[src/hdl/esc_pkg.sv]
// Shared types, character codes and defaults for the expression syntax checker.
package esc_pkg;

   // Default bound on parenthesis nesting
   localparam int unsigned MAX_NESTING_DEFAULT = 255;

   // ASCII codes the checker recognises
   localparam logic [7:0] CHAR_OPEN   = 8'h28;  // (
   localparam logic [7:0] CHAR_CLOSE  = 8'h29;  // )
   localparam logic [7:0] CHAR_DOT    = 8'h2E;  // .
   localparam logic [7:0] CHAR_PLUS   = 8'h2B;  // +
   localparam logic [7:0] CHAR_MINUS  = 8'h2D;  // -
   localparam logic [7:0] CHAR_STAR   = 8'h2A;  // *
   localparam logic [7:0] CHAR_SLASH  = 8'h2F;  // /
   localparam logic [7:0] CHAR_ZERO   = 8'h30;  // 0
   localparam logic [7:0] CHAR_NINE   = 8'h39;  // 9
   localparam logic [7:0] CHAR_SPACE  = 8'h20;
   localparam logic [7:0] CHAR_TAB    = 8'h09;
   localparam logic [7:0] CHAR_CR     = 8'h0D;

   // Character classes
   typedef enum logic [2:0] {
      CLS_DIGIT,
      CLS_DOT,
      CLS_SIGN,     // + or -
      CLS_MULDIV,   // * or /
      CLS_OPEN,
      CLS_CLOSE,
      CLS_SPACE,
      CLS_OTHER
   } char_class_type;

   // One registered request, already classified
   typedef struct packed {
      char_class_type cls;
      logic           present;
      logic           eoe;
   } item_type;

   // Verdict for one expression
   typedef struct packed {
      logic is_valid;
      logic depth_overflow;
   } verdict_type;

endpackage

[src/hdl/expression_syntax_checker_unit.sv]
// Expression syntax checker top level: request register, parser state, result register.
//
// Characters of an arithmetic expression arrive on the req_ channel, one
// request per cycle while req_stall is low. req_char_present qualifies
// req_character; a request with req_end_of_expression set closes the
// expression and produces one result on the rsp_ channel (rsp_is_valid,
// rsp_depth_overflow). Requests without the end mark produce no result.
// A request is taken when req_valid is high and req_stall low; a result is
// taken when rsp_valid is high and rsp_stall low.
// An end request passes through the request register, then its verdict is
// captured in the result register, where rsp_valid rises. Throughput: one
// request per cycle while req_stall is low; the depth counter and flags are
// updated once per request.
// When rsp_stall holds a waiting result, requests without the end mark keep
// flowing; an end request waits in the request register and req_stall rises.
// Synchronous reset empties both registers and returns the parser to its
// start state (depth 0, operand expected, no fault).
module expression_syntax_checker_unit
   import esc_pkg::*;
#(
   parameter int unsigned MAX_NESTING = MAX_NESTING_DEFAULT
) (
   input  logic       clock,
   input  logic       reset,
   input  logic       req_valid,
   output logic       req_stall,
   input  logic [7:0] req_character,
   input  logic       req_char_present,
   input  logic       req_end_of_expression,
   output logic       rsp_valid,
   input  logic       rsp_stall,
   output logic       rsp_is_valid,
   output logic       rsp_depth_overflow
);

   char_class_type req_cls;
   item_type       item_ff;
   logic           item_valid_ff;
   logic           step;
   verdict_type    verdict;
   verdict_type    rsp_ff;
   logic           rsp_valid_ff;
   logic           rsp_free;

   esc_classify u_classify (
      .character (req_character),
      .cls       (req_cls)
   );

   // Advance the held request unless it would overwrite a waiting result
   assign rsp_free  = !rsp_valid_ff || !rsp_stall;
   assign step      = item_valid_ff && (!item_ff.eoe || rsp_free);
   assign req_stall = item_valid_ff && !step;

   // Request register
   always_ff @(posedge clock) begin
      if (reset) begin
         item_valid_ff <= 1'b0;
      end else if (!req_stall) begin
         item_valid_ff <= req_valid;
      end
   end

   always_ff @(posedge clock) begin
      if (!req_stall && req_valid) begin
         item_ff.cls     <= req_cls;
         item_ff.present <= req_char_present;
         item_ff.eoe     <= req_end_of_expression;
      end
   end

   esc_state #(
      .MAX_NESTING (MAX_NESTING)
   ) u_state (
      .clock   (clock),
      .reset   (reset),
      .step    (step),
      .item    (item_ff),
      .verdict (verdict)
   );

   // Result register
   always_ff @(posedge clock) begin
      if (reset) begin
         rsp_valid_ff <= 1'b0;
      end else if (rsp_free) begin
         rsp_valid_ff <= step && item_ff.eoe;
      end
   end

   always_ff @(posedge clock) begin
      if (step && item_ff.eoe) begin
         rsp_ff <= verdict;
      end
   end

   assign rsp_valid          = rsp_valid_ff;
   assign rsp_is_valid       = rsp_ff.is_valid;
   assign rsp_depth_overflow = rsp_ff.depth_overflow;

endmodule

[src/hdl/esc_classify.sv]
// Character classifier: maps an ASCII code to its syntactic class.
module esc_classify
   import esc_pkg::*;
(
   input  logic [7:0]     character,
   output char_class_type cls
);

   // Order matters only for readability; the ranges do not overlap
   always_comb begin
      unique if (character >= CHAR_ZERO && character <= CHAR_NINE) begin
         cls = CLS_DIGIT;
      end else if (character == CHAR_DOT) begin
         cls = CLS_DOT;
      end else if (character == CHAR_PLUS || character == CHAR_MINUS) begin
         cls = CLS_SIGN;
      end else if (character == CHAR_STAR || character == CHAR_SLASH) begin
         cls = CLS_MULDIV;
      end else if (character == CHAR_OPEN) begin
         cls = CLS_OPEN;
      end else if (character == CHAR_CLOSE) begin
         cls = CLS_CLOSE;
      end else if (character == CHAR_SPACE ||
                   (character >= CHAR_TAB && character <= CHAR_CR)) begin
         cls = CLS_SPACE;
      end else begin
         cls = CLS_OTHER;
      end
   end

endmodule

[src/hdl/esc_state.sv]
// Parser state: depth counter and flags, updated once per request, with verdict.
module esc_state
   import esc_pkg::*;
#(
   parameter int unsigned MAX_NESTING = MAX_NESTING_DEFAULT
) (
   input  logic        clock,
   input  logic        reset,
   input  logic        step,
   input  item_type    item,
   output verdict_type verdict
);

   localparam int unsigned DepthW = $clog2(MAX_NESTING + 1);
   localparam logic [DepthW-1:0] DepthMax = DepthW'(MAX_NESTING);

   logic [DepthW-1:0] depth_ff, depth_in;
   logic expect_ff, expect_in;
   logic in_num_ff, in_num_in;
   logic dot_ff, dot_in;
   logic failed_ff, failed_in;
   logic ovf_ff, ovf_in;

   // Next state for the current request
   always_comb begin
      logic tail;
      depth_in  = depth_ff;
      expect_in = expect_ff;
      in_num_in = in_num_ff;
      dot_in    = dot_ff;
      failed_in = failed_ff;
      ovf_in    = ovf_ff;
      tail      = 1'b1;

      if (item.present && !failed_ff) begin
         // open number token absorbs digits and dots; a sign inside it is a fault
         if (in_num_ff) begin
            unique case (item.cls)
               CLS_DIGIT: tail = 1'b0;
               CLS_DOT: begin
                  tail = 1'b0;
                  if (dot_ff) failed_in = 1'b1;
                  dot_in = 1'b1;
               end
               CLS_SIGN: begin
                  tail = 1'b0;
                  failed_in = 1'b1;
               end
               default: begin
                  in_num_in = 1'b0;
                  dot_in    = 1'b0;
               end
            endcase
         end

         if (tail) begin
            unique case (item.cls)
               CLS_SPACE: ;
               CLS_OPEN: begin
                  if (depth_ff >= DepthMax) begin
                     ovf_in    = 1'b1;
                     failed_in = 1'b1;
                  end else begin
                     depth_in  = depth_ff + 1'b1;
                     expect_in = 1'b1;
                  end
               end
               CLS_CLOSE: begin
                  if (depth_ff == '0) begin
                     failed_in = 1'b1;
                  end else begin
                     depth_in  = depth_ff - 1'b1;
                     expect_in = 1'b0;
                  end
               end
               CLS_SIGN, CLS_MULDIV: begin
                  if (expect_ff) failed_in = 1'b1;
                  else           expect_in = 1'b1;
               end
               CLS_DIGIT, CLS_DOT: begin
                  in_num_in = 1'b1;
                  dot_in    = (item.cls == CLS_DOT);
                  expect_in = 1'b0;
               end
               default: failed_in = 1'b1;
            endcase
         end
      end

      // verdict is taken from the state after this character
      verdict.is_valid       = !failed_in && depth_in == '0 && !expect_in;
      verdict.depth_overflow = ovf_in;
   end

   // State register; clears on reset and after each end of expression
   always_ff @(posedge clock) begin
      if (reset || (step && item.eoe)) begin
         depth_ff  <= '0;
         expect_ff <= 1'b1;
         in_num_ff <= 1'b0;
         dot_ff    <= 1'b0;
         failed_ff <= 1'b0;
         ovf_ff    <= 1'b0;
      end else if (step) begin
         depth_ff  <= depth_in;
         expect_ff <= expect_in;
         in_num_ff <= in_num_in;
         dot_ff    <= dot_in;
         failed_ff <= failed_in;
         ovf_ff    <= ovf_in;
      end
   end

   // Checks
   a_depth_bound: assert property (@(posedge clock) disable iff (reset)
      depth_ff <= DepthMax) else $error("nesting depth above bound");

   a_ovf_fails: assert property (@(posedge clock) disable iff (reset)
      ovf_ff |-> failed_ff) else $error("overflow without failure");

   a_dot_in_num: assert property (@(posedge clock) disable iff (reset)
      dot_ff |-> in_num_ff) else $error("dot flag outside a number");

   a_clear_after_end: assert property (@(posedge clock) disable iff (reset)
      (step && item.eoe) |=> (depth_ff == '0 && expect_ff && !failed_ff && !ovf_ff))
      else $error("state not cleared after end of expression");

   a_ovf_verdict: assert property (@(posedge clock) disable iff (reset)
      verdict.depth_overflow |-> !verdict.is_valid)
      else $error("overflowed expression reported valid");

endmodule
[config.mk]
export PLATFORM = sky130hd
export DESIGN_NAME = expression_syntax_checker_unit
export DESIGN_NICKNAME = d
export VERILOG_FILES = /design/src/hdl/esc_pkg.sv /design/src/hdl/expression_syntax_checker_unit.sv /design/src/hdl/esc_classify.sv /design/src/hdl/esc_state.sv
export SDC_FILE = /design/constraint.sdc
export NUM_CORES = 1
export LEC_CHECK = 0
export BUFFER_PORTS_ARGS = -buffer_cell sky130_fd_sc_hd__buf_2
export CORE_MARGIN = 3
export CORE_UTILIZATION = 30
export DETAILED_ROUTE_END_ITERATION = 8
export SETUP_SLACK_MARGIN = 0.2
export SKIP_CTS_REPAIR_TIMING = 1
export SLEW_MARGIN = 20
export SYNTH_ARGS = -nofsm -noshare
export SYNTH_HDL_FRONTEND = slang
export SYNTH_SLANG_ARGS = --single-unit
[constraint.sdc]
create_clock -name clock -period 6.8 [get_ports clock]
set_input_delay 1.7 -clock clock [delete_from_list [all_inputs] [get_ports clock]]
set_output_delay 1.7 -clock clock [all_outputs]
set_load 0.05 [all_outputs]
# Word-level counts from Yosys, hierarchy flattened
# Index checks and enable logic that the tools add are counted.
dict set report op_classes {
  order_cmp 5
  reduce_logical 34
  mux 40
  n_eq_ne 14
  add_sub_neg 2
}
# cell n
set ops {}
lappend ops {{equality test 8 x 6 -> 1 bit (second input constant)} 8}
lappend ops {{two-way mux 8 bit} 4}
lappend ops {{two-way mux 1 bit} 27}
lappend ops {{logical NOT 8 bit} 2}
lappend ops {{case mux 8 bit (2 select lines)} 1}
lappend ops {{equality test 3 bit (second input constant)} 3}
lappend ops {{logical AND 1 bit} 9}
lappend ops {{adder 8 x 1 -> 8 bit (second input constant)} 1}
lappend ops {{>= comparator 8 x 4 -> 1 bit (second input constant)} 1}
lappend ops {{>= comparator 8 x 6 -> 1 bit (second input constant)} 1}
lappend ops {{>= comparator 8 bit (second input constant)} 1}
lappend ops {{<= comparator 8 x 4 -> 1 bit (second input constant)} 1}
lappend ops {{<= comparator 8 x 6 -> 1 bit (second input constant)} 1}
lappend ops {{logical NOT 1 bit} 8}
lappend ops {{case mux 1 bit (4 select lines)} 2}
lappend ops {{OR reduction 2 bit} 4}
lappend ops {{subtractor 8 x 1 -> 8 bit (second input constant)} 1}
lappend ops {{equality test 3 x 2 -> 1 bit (second input constant)} 2}
lappend ops {{logical OR 1 bit} 6}
lappend ops {{two-way mux 3 bit} 2}
lappend ops {{OR reduction 3 bit} 2}
lappend ops {{two-way mux 2 bit} 2}
lappend ops {{case mux 1 bit (2 select lines)} 2}
lappend ops {{OR reduction 4 bit} 1}
lappend ops {{3 further kinds} 3}
dict set report word_totals {
  register_bits 22
  output_inout_bits 4
  inputBits 14
}

# Longest topological paths before layout
# Gate-level depths: netlist of run 1.
dict set report depth {
  word_depth 10
  mapped_depth 10
  mapped_depth_nobuf 8
}

# Modules after synthesis
# A second synthesis of run 1 with hierarchy kept.
dict set report hier_totals {
  cells_unflattened 212
  area_unflattened_um2 1680.4
}
# module seq_area_each_um2 cells_each n_inst area_each_um2
set modules_own_cells {}
lappend modules_own_cells {esc_state 260.2 169 1 1252.5}
lappend modules_own_cells {expression_syntax_checker_unit 250.2 20 1 302.8}
lappend modules_own_cells {esc_classify 0.0 23 1 125.1}

# Least setup slack after synthesis of run 1
# No wires, ideal clock.
dict set report synth_path {
  path_type {input -> output}
  start {input rsp_stall}
  end {output req_stall}
  arrival_time_ns 2.161
  path_stages 2
  path_slack_ns 2.939
  required_ns 5.100
  path_buffers 0
  path_cell_list {nand4_1 > inv_1}
}
dict set report synth_between {
  elab_chain_len 6
}
# item line_no
set synth_rtl {}
lappend synth_rtl {{from (decl)} expression_syntax_checker_unit.sv:31} ;# input logic rsp_stall,
lappend synth_rtl {{logical NOT 1 bit} expression_syntax_checker_unit.sv:51} ;# assign rsp_free = !rsp_valid_ff || !rsp_stall;
lappend synth_rtl {{logical OR 1 bit} expression_syntax_checker_unit.sv:51}
lappend synth_rtl {{logical OR 1 bit} expression_syntax_checker_unit.sv:52} ;# assign step = item_valid_ff && (!item_ff.eoe || rsp_free);
lappend synth_rtl {{logical AND 1 bit} expression_syntax_checker_unit.sv:52}
lappend synth_rtl {{logical NOT 1 bit} expression_syntax_checker_unit.sv:53} ;# assign req_stall = item_valid_ff && !step;
lappend synth_rtl {{logical AND 1 bit} expression_syntax_checker_unit.sv:53}
lappend synth_rtl {{to (decl)} expression_syntax_checker_unit.sv:26} ;# output logic req_stall,
# No other way between the ends.

# Final worst setup path of run 1
# Same ends and word-level chain as after synthesis.

==> metrics, run 1 <==
outcome=finished clean; GRT overflow=0; number of synthesized flops with an enable pin=7; CP max FO=3; clock sink total=22; largest net degree at the start of global routing=16; Root Driver=clkbuf_8; Sequential Power Share=46.1%; Reg2Reg Depth=8; CP Launch Point=rsp_stall; DRT iter0 DRCs=129; most common cell after layout, fill and taps aside=nor2_1; maximum clock frequency=252.8 MHz; num ports=18; worst slack, placed=2843 ps; vias in the first global route=about 1,500; reported net switching power=79.35 uW; clock-pin slew on the worst setup and hold paths=80 ps; worst reg2reg path startpoint=item_ff[3]; Initial Utilization=between 30% and 40%; Layout area overhead=11.50%; worst min path class=flip-flop to flip-flop; gpl congestion=0.8532; Vias=1,610; CP Launch Type=input pin; Pleak=0.7361 nW; first-pass GRT wire length=6844 microns; post-synthesis sequential area ratio=between 30% and 40%; WP data arrival=2260 ps; syn_nets=between 200 and 250; drt first pass iters=4; Clk Latency, worst-skew pair=270 ps; crit path capture type=primary output; ant diodes=0; most frequent CP cell=buf_2; Hold Fails Final Rpt=0; core area=0.005303 sq mm; Avg Cell Area, Syn=7.965 sq um; Setup WS post-layout=2845 ps; Port Buffers=17; FP Rows=26; TNS Setup=0 ps; die area=about 0.0066 sq mm; DRC errors left=0; RSZ-0062 raised after global routing=false; fraction of layout cells with a size suffix above 1=13.06%; final WL=3972 microns; Synth async-reset ratio=0%; initial antenna violation count=0; Yosys reg bits=22; Synth cell types=58; Power Density=roughly 170 mW/mm^2; H-tree depth=1; combinational fraction of design power=14.7%; R2R setup slack=4000 ps; Via-to-Cell Ratio=5.514; Bufs on Longest Clock Path=2; r2r endpoint=rsp_is_valid; worst slew pin tran=859.4 ps; die height=81.20 microns; most frequent cells in the layout=nor2_1 (21), nand2_1 (17), buf_2 (17); ys flop type=dfxtp_1; switching share of total power=25.05%; post-route ant nets=0; Cells after Synth=213; Max IR drop VDD=0.1197 mV; wire length per cell=between 10 and 15 microns; overall routing resource usage=13.28%; WS Path Type=input pin to primary output; minimum clock period=3955 ps; CP required=a little over 5000 ps; Mapped Area=0.001697 sq mm; nets@finish=244; Num CTS Buffers=3; Max Slew Vio Count=0; Worst Setup EP=req_stall; Die W=between 80 and 90 microns; clock share of power=39.3%; CP max stage delay=between 200 and 300 ps; DP HPWL=3062 microns; max_slew headroom=42.32%; Clock Skews=approximately 4 ps; Yosys warning total=0; Crit-path slowest cell=buf_2; crit share post-route=about 58%; # setup viols final=0; crit path cell chain=buf_2 > nand4_1 > inv_1 > buf_2; Pint=237.4 uW; # Max-Cap Violations=0; CTS tree=yes
-- logic make-up after synthesis --
kind of cell | share of synthesized area [%]
AO/OA/AOI/OAI | 26.62
XOR/XNOR | 0.5163
adder cells (fa/ha/maj) | 5.162
buffers and inverters | 4.867
flip-flops | 30.09
multiplexers | 1.770
AND/OR/NAND/NOR | 30.97
-- cell usage after synthesis (all sizes together) (6+ instances only) --
master,count,area [sq um]
nor2,21,78.83
nand2,17,63.81
a21oi,16,80.08
dfxtp,15,300.3
o21ai,14,77.58
clkbuf,9,33.78
inv,9,33.78
edfxtp,7,210.2
ha,7,87.58
nand2b,7,43.79
a211oi,6,45.04
nor3,6,30.03
nor4,6,43.79
-- metal layers --
layer / GRT usage, % / part of all wire, % / up-vias / wire, microns
met3: 2.439 / 5.0 / 6 / 199
met5: 0 / 0 / - / 0
met2: 21.10 / 45 / 49 / 1797
li1: - / - / 820 / -
met4: 4.730 / 1.7 / 0 / 69
met1: 17.93 / 48 / 735 / 1905
-- worst min-delay path by stage --
stage,from,to,slack (ps),depth (start not counted)
5_1_grt,u_state.dot_ff,u_state.dot_ff,530,2
3_5_place_dp,u_state.dot_ff,u_state.dot_ff,470,2
6_report,u_state.dot_ff,u_state.dot_ff,470,2
4_1_cts,u_state.dot_ff,u_state.dot_ff,480,2
3_3_place_gp,u_state.dot_ff,u_state.dot_ff,460,2
2_1_floorplan,u_state.dot_ff,u_state.dot_ff,450,2
-- power by group through the flow --
stage,clock network (mW),registers (mW),logic [mW]
after floorplan,0,0.147,0.0344
after global placement,0,0.149,0.0464
after detailed placement,0,0.149,0.0467
after CTS,0.127,0.146,0.0468
after global routing,0.133,0.147,0.0528
final,0.124,0.146,0.0465
-- stage by stage --
step / utilization, % / std cells / total power [mW] / area [sq um] / hold WS, ps
floorplan: - / 213 / 0.1818 / 1697 / 449.6
global route: 35.68 / 292 / 0.3327 / 1892 / 530.5
CTS: 35.68 / 292 / 0.3200 / 1892 / 481.1
detailed placement: 34.33 / 288 / 0.1956 / 1821 / 468.6
finish: 35.68 / 292 / 0.3167 / 1892 / 474.3
global placement: 34.33 / 288 / 0.1954 / 1821 / 462.4
-- worst max-delay path: cells and delay by family --
| kind | cells | cell delay (ps) |
|---|---|---|
| simple gates | 1 | 110 |
| buf+inv | 3 | 450 |
-- area by class of cell --
| class | count | area, sq um |
|---|---|---|
| inverter | 9 | 33.78 |
| timing repair buffer | 17 | 85.08 |
| clock inverter | 1 | 30.03 |
| fill | 565 | 3411 |
| clock buffer | 3 | 41.29 |
| tap | 70 | 87.58 |
| multi-input combinational | 170 | 1104 |
| sequential | 22 | 510.5 |
-- state kept, by name (all words and copies together), names as in the netlist --
signal,cells
u_state.depth_ff,8
item_ff,5
item_valid_ff,1
rsp_depth_overflow,1
rsp_is_valid,1
rsp_valid,1
u_state.dot_ff,1
u_state.expect_ff,1
u_state.failed_ff,1
u_state.in_num_ff,1
u_state.ovf_ff,1
Power figures use the tool's default switching activity.
==> run 2, diff against run 1 <==
- ABC_AREA: unset -> 1
- clock period: 6.8 -> 3.4 ns (I/O delays scaled with it)
==> run 2 against run 1 <==
  * Critical path depth up 2
  * Global-route usage decreased by 1.1 points
  * Hold slack gained 7.8 ps
  * First-iteration DRC count shrank 11%
  * Utilization down 0.58 points
  * Critical path type unchanged
  * Wire length fell by 1.9%
  * Critical endpoint unchanged
  * Clock power up 43%
  * Via count is 8.5% higher
==> metrics, run 2 <==
CP required=2550 ps; DP HPWL=roughly 3100 microns; most frequent cells in the layout=nand2_1 (62), inv_1 (46), nand3_1 (37); CP top delay family=buffers and inverters; drt first pass iters=4; TNS Setup=0 ps; overall routing resource usage=12.20%; Avg Cell Area, Syn=between 6 and 7 sq um; core area=0.005540 sq mm; Filler Cell Count=627; switching share of total power=around 29%; R2R setup slack=1210 ps; worst reg2reg path startpoint=item_ff[3]; clock share of power=29.0%; Via-to-Cell Ratio=4.773; Synth cell types=30; syn_nets=around 300; Bufs on Longest Clock Path=2; post-synthesis sequential area ratio=29.44%; maximum clock frequency=roughly 430 MHz; number of synthesized flops with an enable pin=7; FP Rows=27; # setup viols final=0; max_slew headroom=55.73%; Clk Latency, worst-skew pair=250 ps; CP max FO=3; clock-pin slew on the worst setup and hold paths=approximately 70 ps; crit path cell chain=buf_2 > nand2_1 > inv_1 > nand3_1 > inv_1 > buf_2; RSZ-0062 raised after global routing=false; post-synth top area share=between 10% and 20%; WP data arrival=~1500 ps; Reg with most FFs=u_state.depth_ff; initial antenna violation count=0; largest net degree at the start of global routing=17; cell taking the most area after synthesis=dfxtp_1; GRT overflow=0; die height=~80 microns; r2r endpoint=rsp_is_valid; hold_ws=482.1 ps; Pleak=0.9590 nW; Layout area overhead=12.12%; synth cell count leaders=nand2_1 (62), inv_1 (46), nand3_1 (37); DRT iter0 DRCs=115; most common cell after layout, fill and taps aside=nand2_1; Vias=1,747; H-tree depth=1; Yosys reg bits=22; reported net switching power=around 180 uW; Clock Skews=2.150 ps; Sequential Power Share=48.9%; Max IR drop VDD=about 0.32 mV; Initial Utilization=between 30% and 40%; ys flop type=dfxtp_1; Worst Setup EP=req_stall; die area=roughly 0.0067 sq mm; Hold Fails Final Rpt=0; Reg2Reg Depth=10; post-route ant nets=0; worst min path class=flip-flop to flip-flop; Yosys warning total=0; first-pass GRT wire length=6561 microns; crit share post-route=68.46%; leading post-synthesis cells by cell area=dfxtp_1 (17%), nand2_1 (13%), edfxtp_1 (12%); Die W=82.03 microns; crit path capture type=primary output; minimum clock period=around 2300 ps; Num CTS Buffers=3; max reg flops=8; Root Driver=clkbuf_8; gpl congestion=0.8949; Power Density=between 300 and 400 mW/mm^2; num ports=18; Pint=between 400 and 500 uW; clock sink total=22; DRC errors left=0; cell with the most instances after synthesis=nand2_1; nets@finish=~320; Buf+Inv Stages, Crit Path=4; combinational fraction of design power=between 20% and 30%; wire length per cell=10.65 microns; CP Launch Type=input pin; Mapped Area=0.001734 sq mm; worst slew pin tran=around 660 ps; CP Launch Point=rsp_stall; Crit-path slowest cell=buf_2; outcome=finished clean; Worst path depth=6; ant diodes=0; CP max stage delay=between 200 and 300 ps; fraction of layout cells with a size suffix above 1=10.54%; Max Slew Vio Count=0; vias in the first global route=~1,500; final WL=3898 microns; Cells after Synth=276; Top Registers=u_state.depth_ff x8, item_ff x5; # Max-Cap Violations=0; WS Path Type=input pin to primary output; Synth async-reset ratio=0%; CTS tree=yes; Port Buffers=17
run 2: cell types whose count changed after synthesis, moves of 5 or more:
cell      previous run  this run
a211oi_1             6         1
and2_1               5         0
clkbuf_1             9         1
inv_1                8        46
nand2_1             17        62
nand2b_1             7         0
nand3_1              5        37
nor2_1              21        27
nor4_1               5         0
o21ai_0              8        19
run 2: per-layer routing:
layer | vias to the layer above | wire length [microns] | GRT usage (%) | share of wire (%)
met5 | - | 0 | 0 | 0
li1 | 943 | - | - | -
met4 | 0 | 15 | 2.492 | 0.38
met1 | 760 | 2041 | 18.60 | 52
met3 | 2 | 201 | 1.316 | 5.2
met2 | 42 | 1639 | 18.34 | 42
run 2: worst register-to-register path, stage by stage (launching register included):
cell and delay (ps):
edfxtp_1 470, inv_1 160, nand2_1 90, nor2_1 520
nand3_1 240, nand3_1 160, nand2_1 60, nand2_1 90
nor2_1 60, nand4_1 60, nor2_1 50
run 2: worst min-delay path by stage:
stage / to / from / slack [ps] / cells after the start
3_5_place_dp: u_state.dot_ff / u_state.dot_ff / 470 / 2
4_1_cts: u_state.dot_ff / u_state.dot_ff / 480 / 2
6_report: u_state.dot_ff / u_state.dot_ff / 480 / 2
3_3_place_gp: u_state.ovf_ff / u_state.ovf_ff / 480 / 1
2_1_floorplan: u_state.expect_ff / u_state.expect_ff / 450 / 2
5_1_grt: u_state.dot_ff / u_state.dot_ff / 520 / 2
run 2: kinds of logic after synthesis:
kind of cell	share of synthesized area [%]
DFF	29.44
and+or+nand+nor	36.44
AOI/OAI and AO/OA	16.52
buffers and inverters	11.54
adders and majority gates	5.050
xor gates and xnor gates	1.010
run 2: power by group through the flow:
stage               sequential, mW  combinational (mW)  clock, mW
floorplan                    0.301               0.102          0
global placement             0.305               0.133          0
detailed placement           0.304               0.135          0
CTS                          0.298               0.135      0.185
global route                 0.301               0.160      0.195
finish                       0.299               0.135      0.177
run 2: layout make-up:
cell class	count	area [sq um]	share of cell area [%]
clock buffer	4	55.05	2.831
inverter	48	180.2	9.266
multi-input combinational	203	1023	52.64
sequential	22	510.5	26.25
tap	72	90.09	4.633
timing repair buffer	17	85.08	4.376
run 2: through the flow:
| step | instance area [sq um] | std cells | worst slack [ps] | power (mW) | util (%) |
|---|---|---|---|---|---|
| global placement | 1889 | 362 | 1095 | 0.4379 | 34.10 |
| detailed placement | 1889 | 362 | 1073 | 0.4390 | 34.10 |
| global route | 1944 | 366 | 994.6 | 0.6554 | 35.09 |
| floorplan | 1734 | 276 | 1160 | 0.4037 | - |
| finish | 1944 | 366 | 1072 | 0.6113 | 35.09 |
| CTS | 1944 | 366 | 1069 | 0.6181 | 35.09 |
==> run 3, diff against run 2 <==
- ABC_AREA: 1 -> 0
- clock period: 3.4 -> 2.38 ns (I/O delays scaled with it)
==> run 3 against run 2 <==
  * Worst setup slack lost 980 ps
  * Global-route usage grew 2.4 points
  * Cell area is 13% higher
  * First-iteration DRC count is 11% higher
  * Cell count is 13% lower
  * Non-clock buffer count is 28 higher
  * Critical path depth grew 1
  * Die area is 2.0% lower
  * Clock skew rose by 0.86 ps
  * Sequential share of layout area shrank 3.0 points
==> metrics, run 3 (synthesis results as in run 1) <==
gpl congestion=0.9618; most common cell after layout, fill and taps aside=buf_4; Die W=81.20 microns; Post-Place Cells=311; crit path cell chain=buf_4 > buf_4 > or3b_4 > or4_1 > o211a_1 > nand2b_1 > nor4_2; max reg flops=8; drt first pass iters=4; worst slew pin tran=531.8 ps; overall routing resource usage=approximately 15%; num ports=18; post-route ant nets=0; Multi-input gate area=0.001201 sq mm; total power=951.4 uW; Pleak=0.8833 nW; CP Launch Type=flip-flop; nets@finish=272; hold_ws=497.0 ps; Final Util=approximately two fifths; minimum clock period=2289 ps; design area=0.002203 sq mm; clock sink total=22; Filler Cell Count=between 500 and 600; RSZ-0062 raised after global routing=true; Num CTS Buffers=3; CTS tree=yes; Root Driver=clkbuf_8; final WL=4568 microns; Via-to-Cell Ratio=5.609; die area=~0.0066 sq mm; # Max-Cap Violations=0; ant diodes=0; Hold Fails Final Rpt=0; wire length per cell=14.28 microns; crit path capture type=flip-flop; Vias=1,795; clock-pin slew on the worst setup and hold paths=90 ps; CP max stage delay=approximately 530 ps; Reg with most FFs=u_state.depth_ff; DRC errors left=0; largest net degree at the start of global routing=15; WP data arrival=2320 ps; Non-Filler Instances=between 300 and 400; most frequent cells in the layout=buf_4 (28), nor2_1 (21), nand2_1 (17), buf_2 (17), a21oi_1 (16); first-pass GRT wire length=between 7000 and 8000 microns; DP HPWL=3400 microns; Seq. cell area=approximately 510 sq um; initial antenna violation count=0; CP max FO=8; FP Rows=26; DRT iter0 DRCs=128; Initial Utilization=32.00%; Max Slew Vio Count=0; Port Buffers=17; Clock Skews=3.011 ps; Max IR drop VDD=approximately 0.31 mV; Top Registers=u_state.depth_ff x8, item_ff x5; crit share post-route=between 90% and 100%; most frequent CP cell=buf_4; Clk Latency, worst-skew pair=270 ps; WS Path Type=flip-flop to flip-flop; core area=0.005303 sq mm; fraction of layout cells with a size suffix above 1=30.80%; CP required=2410 ps; # setup viols final=0; maximum clock frequency=between 400 and 500 MHz; max_slew headroom=around 65%; die height=81.20 microns; Layout area overhead=29.87%; Power Density=431.8 mW/mm^2; worst min path class=input pin to flip-flop; Placed Area=0.002023 sq mm; H-tree depth=1; outcome=finished clean; Bufs on Longest Clock Path=2; vias in the first global route=1,664; Crit-path slowest cell=or4_1; GRT overflow=0
-- run 3: metrics by stage --
step                      setup WS [ps]   TNS, ps
final                             90.70         0
after global routing              2.792         0
after CTS                        -76.00    -76.00
after detailed placement         -29.16    -29.16
after global placement         -0.03020  -0.03020
after floorplan                   122.8         0
-- run 3: path summary, 6_finish.rpt --
path	endpoint	from	cells past startpoint	slack [ps]
hold reg to reg	u_state.dot_ff	u_state.dot_ff	2	500
setup reg to reg	rsp_is_valid	item_ff[3]	7	90
hold / removal	item_ff[1]	req_char_present	1	500
setup / recovery	rsp_is_valid	item_ff[3]	7	90
-- run 3: cell type report --
cell class,count,area share [%]
clock buffer,3,1.874
sequential,22,23.23
clock inverter,1,1.363
multi-input combinational,170,54.51
timing repair buffer,45,13.40
tap,70,3.975
inverter,9,1.647
-- run 3: where the power goes --
group	switching [mW]	total [mW]	internal, mW
logic	0.102	0.183	0.0812
registers	0.00976	0.409	0.399
clock network	0.135	0.359	0.225
-- run 3: layer usage --
| metal | up-vias | share of wire [%] | global-route usage [%] |
|---|---|---|---|
| li1 | 879 | - | - |
| met1 | 821 | 44 | 17.96 |
| met2 | 77 | 46 | 25.04 |
| met3 | 18 | 6.6 | 3.104 |
| met4 | 0 | 3.0 | 5.068 |
| met5 | - | 0 | 0 |
-- run 3: critical path, delay by kind of cell, from the launching register on --
family	cells	cell delay [ps]
compound gates	1	160
simple gates	4	1100
flops	1	450
buf+inv	2	320
